--- src/rtl/pfr_pkg.sv ---
// Shared types and constants for the PNG filter reconstruction block.
package pfr_pkg;

   localparam int FILTER_W   = 3;
   localparam int CHAN_W     = 8;
   localparam int NUM_CHAN   = 4;
   localparam int WIDTH_W    = 13;
   localparam int CSR_ADDR_W = 2;
   localparam int CSR_DATA_W = 32;

   // Reset value of the image width register.
   localparam logic [WIDTH_W-1:0] WIDTH_RESET = 13'd4096;

   // Register addresses on the configuration port.
   localparam logic [CSR_ADDR_W-1:0] CSR_IMAGE_WIDTH = 2'd0;

   // Filter type codes; anything else passes the pixel through unchanged.
   localparam logic [FILTER_W-1:0] FILT_NONE  = 3'd0;
   localparam logic [FILTER_W-1:0] FILT_SUB   = 3'd1;
   localparam logic [FILTER_W-1:0] FILT_UP    = 3'd2;
   localparam logic [FILTER_W-1:0] FILT_AVG   = 3'd3;
   localparam logic [FILTER_W-1:0] FILT_PAETH = 3'd4;

   typedef logic [CHAN_W-1:0] chan_type;
   // Channel 0 is red in the low byte, channel 3 is alpha in the high byte.
   typedef logic [NUM_CHAN-1:0][CHAN_W-1:0] pixel_type;

endpackage

--- src/rtl/pfr_predict.sv ---
// Per-channel predictor and modulo-256 reconstruction adder.
module pfr_predict (
   input  logic [pfr_pkg::FILTER_W-1:0] kind,
   input  pfr_pkg::chan_type            left,
   input  pfr_pkg::chan_type            up,
   input  pfr_pkg::chan_type            up_left,
   input  pfr_pkg::chan_type            filtered,
   output pfr_pkg::chan_type            recon
);
   import pfr_pkg::*;

   logic              [CHAN_W:0]   sum_ab;
   logic signed       [CHAN_W+1:0] dist_a;
   logic signed       [CHAN_W+1:0] dist_b;
   logic signed       [CHAN_W+1:0] dist_c;
   logic              [CHAN_W+1:0] mag_a;
   logic              [CHAN_W+1:0] mag_b;
   logic              [CHAN_W+1:0] mag_c;
   chan_type                       paeth;
   chan_type                       pred;

   // With p = a + b - c: p - a = b - c, p - b = a - c, p - c = a + b - 2c.
   assign sum_ab = {1'b0, left} + {1'b0, up};
   assign dist_a = signed'({2'b00, up})   - signed'({2'b00, up_left});
   assign dist_b = signed'({2'b00, left}) - signed'({2'b00, up_left});
   assign dist_c = signed'({1'b0, sum_ab}) - signed'({1'b0, up_left, 1'b0});

   assign mag_a = (dist_a < 0) ? unsigned'(-dist_a) : unsigned'(dist_a);
   assign mag_b = (dist_b < 0) ? unsigned'(-dist_b) : unsigned'(dist_b);
   assign mag_c = (dist_c < 0) ? unsigned'(-dist_c) : unsigned'(dist_c);

   always_comb begin
      if ((mag_a <= mag_b) && (mag_a <= mag_c)) begin
         paeth = left;
      end else if (mag_b <= mag_c) begin
         paeth = up;
      end else begin
         paeth = up_left;
      end
   end

   always_comb begin
      case (kind)
         FILT_NONE:  pred = '0;
         FILT_SUB:   pred = left;
         FILT_UP:    pred = up;
         FILT_AVG:   pred = sum_ab[CHAN_W:1];
         FILT_PAETH: pred = paeth;
         default:    pred = '0;
      endcase
   end

   assign recon = filtered + pred;
endmodule

--- config.mk ---
export PLATFORM = sky130hd
export DESIGN_NAME = pfr_predict
export DESIGN_NICKNAME = d
export VERILOG_FILES = /design/src/rtl/pfr_pkg.sv /design/src/rtl/pfr_predict.sv
export SDC_FILE = /design/constraint.sdc
export NUM_CORES = 1
export LEC_CHECK = 0
export ABC_AREA = 1
export BUFFER_PORTS_ARGS = -buffer_cell sky130_fd_sc_hd__buf_2
export CAP_MARGIN = 40
export CORE_UTILIZATION = 50
export DETAILED_ROUTE_END_ITERATION = 8
export MAX_ROUTING_LAYER = met4
export PLACE_DENSITY_LB_ADDON = 0.2
export SKIP_LAST_GASP = 1
export SLEW_MARGIN = 40
export SYNTH_ARGS = -nofsm -noshare
export SYNTH_HDL_FRONTEND = slang
export SYNTH_SLANG_ARGS = --single-unit
export TNS_END_PERCENT = 100
--- constraint.sdc ---
create_clock -name vclk -period 11.4
set_input_delay 2.28 -clock vclk [all_inputs]
set_output_delay 2.28 -clock vclk [all_outputs]
set_load 0.01 [all_outputs]
==> results of run 1 <==
cell usage in the layout, fill, tap and decap left out, types with 2 or more instances in the layout:
master / n
o211ai_2: 3
fa_1: 5
nand3_1: 38
ha_1: 71
o21ai_0: 20
o21ai_2: 2
xor2_1: 24
nand2_2: 7
nor2_1: 48
a22o_1: 2
a21o_1: 3
nor2_2: 2
inv_2: 6
a21oi_1: 30
inv_1: 97
xnor2_1: 12
buf_2: 43
xnor2_2: 2
or2_2: 2
nor3_1: 3
nand3_2: 2
nand2_1: 141
nor3_2: 3
nand4_1: 17
xor2_2: 4
conb_1: 4
o21ai_1: 3
a21oi_2: 4
kinds of logic after synthesis:
kind of cell / after synthesis / share of synthesized area [%]
simple gates: 264 / 33.2
compound gates: 76 / 13.9
fa+ha+maj: 76 / 29.0
xor+xnor: 42 / 12.1
other cells: 2 / 0.221
buf+inv: 104 / 11.5
final cells by class:
cell class	count	area, sq um
Fill cell	691	2730
Inverter	103	387
Multi-Input combinational cell	462	3030
Tap cell	77	96.3
Timing Repair Buffer	43	215
per-stage QoR:
step / power (mW) / hold slack (ns) / std cells
after floorplan: 0.335 / 4.71 / 566
after global placement: 0.424 / 4.88 / 685
after detailed placement: 0.439 / 4.87 / 685
after CTS: 0.441 / 4.87 / 685
after global routing: 0.513 / 4.89 / 685
final: 0.443 / 4.87 / 685
final timing paths:
path,from,end,slack (ns),cells after the start
worst max-delay path,left[0],recon[6],0.74,36
worst min-delay path,filtered[0],recon[0],4.87,3
layer usage:
layer  global-route usage (%)  vias to the layer above  share of wire, %
li1                         -                     1923                 -
met1                     34.4                     1667                44
met2                     50.9                      127                48
met3                    0.688                       33               4.1
met4                     11.1                        0               3.8
met5                        -                        -                 0
power by group through the flow:
stage | logic (mW) | clock network, mW | registers [mW]
finish | 0.443 | 0 | 0
global placement | 0.424 | 0 | 0
global route | 0.513 | 0 | 0
detailed placement | 0.439 | 0 | 0
floorplan | 0.335 | 0 | 0
CTS | 0.441 | 0 | 0
cell usage after synthesis (5+ instances only):
| cell | count |
|---|---|
| a21oi_1 | 30 |
| fa_1 | 5 |
| ha_1 | 71 |
| inv_1 | 97 |
| inv_2 | 6 |
| nand2_1 | 141 |
| nand2_2 | 7 |
| nand3_1 | 38 |
| nand4_1 | 17 |
| nor2_1 | 48 |
| nor3_1 | 6 |
| o21ai_0 | 20 |
| xnor2_1 | 12 |
| xor2_1 | 24 |
critical path, delay by kind of cell:
family | cells | cell delay [ns]
AND/OR/NAND/NOR | 15 | 1.67
AO/OA/AOI/OAI | 6 | 1.28
adder cells (fa/ha/maj) | 6 | 1.94
buffers and inverters | 5 | 0.47
XOR/XNOR | 4 | 0.74
==> results.yml, run 1 <==
place:
  place.gp.congestion: 0.967
  placed_area_sq_um: 3720
  dp_hpwl_um: 8590
  numPortBuffers: 43
  place_ws_ns: 0.918
critical_path:
  worstPathRequired_ns: 9.12
  critPathKind: "input pin to output pin"
  crit_slowest_cell: "fa_1"
  cp_data_arrival_time_ns: 8.38
  worstSetupEndpointType: "output pin"
  cp-start-kind: "input pin"
  cp_max_fo: 15
  cpPeakStageDelay_ns: 0.41
routing:
  routedWlPerCell_um: 14.1
  ant_nets: 0
  wl_um: 9630
  dr.pass1.iters: 5
  drc_errors: 0
  vias: 3750
  drt_iter0_drc: 218
  viasPerCell: 5.47
final_layout:
  final_core_util_pct: 57.8
  regArea_sq_um: 0
  synthToLayoutAreaGrowth_pct: 9.67
  layout.nets: 721
  drive_above_1_share_pct: 13.2
  nClkBuffers: 0
  final_area_sq_um: 3730
  flops_and_latches: 0
  diodes: 0
yosys:
  seq_area_frac_synth_pct: 0
  synth_cells: 564
  yosysTopAreaCell: "ha_1"
  synth_top_area_share_pct: 26.1
  syn_avg_cell_area_sq_um: 6.03
  mappedNetlistArea_sq_um: 3400
  ys_types: 37
  synth_area_leaders: "ha_1 (26%), nand2_1 (16%), inv_1 (11%)"
  yosys_warnings: 0
clock_tree:
  postCtsSetupRepairBufs: 0
  cts_resized: 0
  cts_hold_buffers: 0
global_routing:
  grt_pass1_wl_um: 16300
  gr-total-overflow: 0
  grt_antenna_before_repair: 0
  grt_usage_pct: 28.6
  grt_max_degree: 16
  grt_pass1_vias: 3615
sta:
  hold_viol_final: 0
  setup_slack_ns: 0.742
  relSlewSlack_pct: 56.9
  slew_viol_final: 0
  tightest_slew_ns: 0.642
  rsz0062_at_grt: "false"
  timing.final.crit_share_pct: 93.5
  period_needed_ns: 10.66
  clock.fmax_mhz: 93.8
  setup_viol: 0
  setup-tns-final_ns: 0
power_and_ir_drop:
  swShare_pct: 62.4
  irDropWorstVdd_mv: 0.0537
  power.internal_mw: 0.166
  p_per_area_nw_per_um2: 119
  power_switching_mw: 0.276
  clock_power_share_pct: 0
  seqPwrFrac_pct: 0
  p_leak_nw: 2.20
  comb_power_share_pct: 100.0
outcome:
  status: "complete, no violations"
floorplanning:
  start_util_pct: 52.7
  die_h_um: 84.5
  core_area_sq_um: 6460
  die_x_um: 84.5
  io_pins: 43
  rows: 29
  die_area_sq_um: 7140
worst_hold_path:
  hold_path_class: "input pin to output pin"
run:
  maxCapViolations: 0
No activity file was read; power rests on OpenSTA's default activity.
==> inputs of run 2 (changes only) <==
==> constraint.sdc (replaced) <==
create_clock -name vclk -period 11.4
set_input_delay 2.28 -clock vclk [all_inputs]
set_output_delay 2.28 -clock vclk [all_outputs]
set_load 0.005 [all_outputs]
==> results.yml, run 2 (synthesis gave the netlist of run 1 again) <==
outcome:
  status: "complete, no violations"
routing:
  viasPerCell: 5.38
  drt_iter0_drc: 160
  wl_um: 9370
  dr.pass1.iters: 5
  routedWlPerCell_um: 13.7
  vias: 3682
  ant_nets: 0
  drc_errors: 0
floorplanning:
  die_area_sq_um: 7140
  start_util_pct: 52.7
  rows: 29
  die_x_um: 84.5
  die_h_um: 84.5
  io_pins: 43
  core_area_sq_um: 6460
critical_path:
  worstPathRequired_ns: 9.12
  cp_max_fo: 15
  critPathKind: "input pin to output pin"
  worstSetupEndpointType: "output pin"
  crit_path_start: "left[0]"
  worst_path_most_repeated_cell: "nand2_1"
  crit_slowest_cell: "fa_1"
  cpPeakStageDelay_ns: 0.41
  cp-start-kind: "input pin"
  cp_data_arrival_time_ns: 8.31
sta:
  tightest_slew_ns: 0.814
  timing.final.crit_share_pct: 92.9
  clock.fmax_mhz: 94.4
  rsz0062_at_grt: "false"
  setup_viol: 0
  relSlewSlack_pct: 45.3
  hold_viol_final: 0
  period_needed_ns: 10.59
  slew_viol_final: 0
  setup-tns-final_ns: 0
worst_hold_path:
  hold_start: "filtered[0]"
  hold_path_class: "input pin to output pin"
final_layout:
  diodes: 0
  fill_cells: 692
  layout.nets: 721
  regArea_sq_um: 0
  flops_and_latches: 0
  synthToLayoutAreaGrowth_pct: 9.52
  nClkBuffers: 0
  layout_common_cells: "nand2_1 (141), inv_1 (97), ha_1 (71)"
  mostFrequentLayoutCell: "nand2_1"
  final_core_util_pct: 57.7
  drive_above_1_share_pct: 13.0
power_and_ir_drop:
  power_switching_mw: 0.269
  clock_power_share_pct: 0
  comb_power_share_pct: 100.0
  power.internal_mw: 0.166
  seqPwrFrac_pct: 0
  p_leak_nw: 2.20
  irDropWorstVdd_mv: 0.0517
  p_per_area_nw_per_um2: 117
  swShare_pct: 61.9
global_routing:
  grt_pass1_wl_um: 15400
  grt_usage_pct: 27.1
  gr-total-overflow: 0
  grt_max_degree: 16
  grt_antenna_before_repair: 0
  grt_pass1_vias: 3441
clock_tree:
  cts_resized: 0
  cts_hold_buffers: 0
  postCtsSetupRepairBufs: 0
place:
  dp_hpwl_um: 8510
  numPortBuffers: 43
  place.gp.congestion: 0.941
run:
  maxCapViolations: 0
## run 2: cell counts in the layout (fill, tap and decap cells not counted)
Identical to the previous run, type by type.
## run 2: metal layers
layer / part of all wire, % / GRT usage, %
met5: 0 / -
met1: 44 / 32.9
met3: 4.3 / 0.492
met4: 3.5 / 8.47
met2: 48 / 48.9
## run 2: worst paths after layout
kind	slack, ns	endpoint	depth (start not counted)
min	4.86	recon[0]	3
max	0.81	recon[6]	38
## run 2: critical path, delay by kind of cell
family	cells	cell delay (ns)
AOI/OAI and AO/OA	5	1.05
and+or+nand+nor	17	1.80
adders and majority gates	6	1.92
buffers and inverters	6	0.51
xor gates and xnor gates	4	0.75
## run 2: power by group through the flow
stage	combinational, mW	sequential, mW	clock (mW)
floorplan	0.331	0	0
global placement	0.418	0	0
detailed placement	0.432	0	0
CTS	0.434	0	0
global route	0.495	0	0
finish	0.435	0	0
## run 2: cell type report
cell class	count	area (sq um)	share of cell area (%)
tap	77	96.3	2.58
timing repair buffer	43	215	5.77
inverter	103	387	10.4
multi-input combinational	462	3030	81.3
## run 2: through the flow
stage / std cells / power (mW) / setup slack [ns] / hold slack [ns] / area [sq um]
5_1_grt: 685 / 0.495 / 0.173 / 4.87 / 3730
3_5_place_dp: 685 / 0.432 / 0.893 / 4.86 / 3730
2_1_floorplan: 566 / 0.331 / 1.89 / 4.68 / 3410
4_1_cts: 685 / 0.434 / 0.870 / 4.86 / 3730
6_report: 685 / 0.435 / 0.812 / 4.86 / 3730
3_3_place_gp: 685 / 0.418 / 0.999 / 4.86 / 3720
==> inputs of run 3 (changes only) <==
CORE_UTILIZATION = 51   (was 50)
==> results.yml, run 3 (synthesis gave the netlist of run 1 again) <==
outcome:
  status: "complete, no violations"
global_routing:
  grt_max_degree: 16
  grt_usage_pct: 27.8
  grt_pass1_vias: 3546
  gr-total-overflow: 0
  grt_antenna_before_repair: 0
  grt_pass1_wl_um: 15600
final_layout:
  final_core_util_pct: 58.4
  fill_cells: 649
  regArea_sq_um: 0
  synthToLayoutAreaGrowth_pct: 9.67
  flops_and_latches: 0
  diodes: 0
  mostFrequentLayoutCell: "nand2_1"
  multi_input_area_sq_um: 3030
  layout_common_cells: "nand2_1 (141), inv_1 (97), ha_1 (71)"
  stdcell_count: 685
  nClkBuffers: 0
  layout.nets: 721
  drive_above_1_share_pct: 13.2
  final_area_sq_um: 3730
floorplanning:
  die_area_sq_um: 7000
  start_util_pct: 53.3
  core_area_sq_um: 6390
  io_pins: 43
  die_h_um: 83.7
  rows: 29
  die_x_um: 83.7
critical_path:
  cp_data_arrival_time_ns: 8.11
  crit_slowest_cell: "fa_1"
  cp-start-kind: "input pin"
  cp_max_fo: 15
  worstPathRequired_ns: 9.12
  cpPeakStageDelay_ns: 0.41
  worst_path_most_repeated_cell: "nand2_1"
  worstSetupEndpointType: "output pin"
  critPathKind: "input pin to output pin"
routing:
  drt_iter0_drc: 201
  routedWlPerCell_um: 13.8
  wl_um: 9430
  vias: 3697
  ant_nets: 0
  drc_errors: 0
  dr.pass1.iters: 5
  viasPerCell: 5.40
sta:
  rsz0062_at_grt: "false"
  relSlewSlack_pct: 63.0
  hold_viol_final: 0
  tightest_slew_ns: 0.553
  clock.fmax_mhz: 96.2
  setup_viol: 0
  setup-tns-final_ns: 0
  period_needed_ns: 10.39
  timing.final.crit_share_pct: 91.2
  slew_viol_final: 0
clock_tree:
  cts_resized: 0
  postCtsSetupRepairBufs: 0
  cts_hold_buffers: 0
power_and_ir_drop:
  p_leak_nw: 2.20
  seqPwrFrac_pct: 0
  power.internal_mw: 0.166
  swShare_pct: 61.9
  comb_power_share_pct: 100.0
  power_switching_mw: 0.269
  p_per_area_nw_per_um2: 117
  clock_power_share_pct: 0
  irDropWorstVdd_mv: 0.0955
place:
  dp.cells: 685
  place.gp.congestion: 0.979
  dp_hpwl_um: 8460
  numPortBuffers: 43
  placed_area_sq_um: 3720
worst_hold_path:
  hold_path_class: "input pin to output pin"
run:
  maxCapViolations: 0
## run 3: area by class of cell
| cell class | count | area share [%] |
|---|---|---|
| tap | 77 | 2.58 |
| multi-input combinational | 462 | 81.3 |
| timing repair buffer | 43 | 5.77 |
| inverter | 103 | 10.4 |
## run 3: final timing paths
| path | from | end | depth (start not counted) |
|---|---|---|---|
| worst max-delay path | left[0] | recon[6] | 41 |
| worst min-delay path | filtered[0] | recon[0] | 3 |
## run 3: through the flow
stage	hold WS [ns]	power, mW	setup WS (ns)
floorplan	4.68	0.331	1.89
global placement	4.88	0.419	1.18
detailed placement	4.88	0.432	1.08
CTS	4.88	0.434	1.07
global route	4.90	0.505	0.398
finish	4.88	0.435	1.01
## run 3: power groups by stage
| stage | Sequential (mW) | Clock [mW] | Combinational (mW) |
|---|---|---|---|
| finish | 0 | 0 | 0.435 |
| global route | 0 | 0 | 0.505 |
| CTS | 0 | 0 | 0.434 |
| detailed placement | 0 | 0 | 0.432 |
| global placement | 0 | 0 | 0.419 |
| floorplan | 0 | 0 | 0.331 |
## run 3: worst max-delay path, delay by kind of cell
kind	cells	cell delay (ns)
AND/OR/NAND/NOR	20	1.88
adder cells (fa/ha/maj)	6	1.91
XOR/XNOR	3	0.41
buffers and inverters	7	0.61
AO/OA/AOI/OAI	5	1.02
## run 3: per-layer routing
metal	routed length [um]	global-route usage, %	part of all wire, %
met1	4110	32.1	44
met2	4580	50.6	49
met3	358	1.68	3.8
met4	376	9.86	4.0
met5	0	-	0
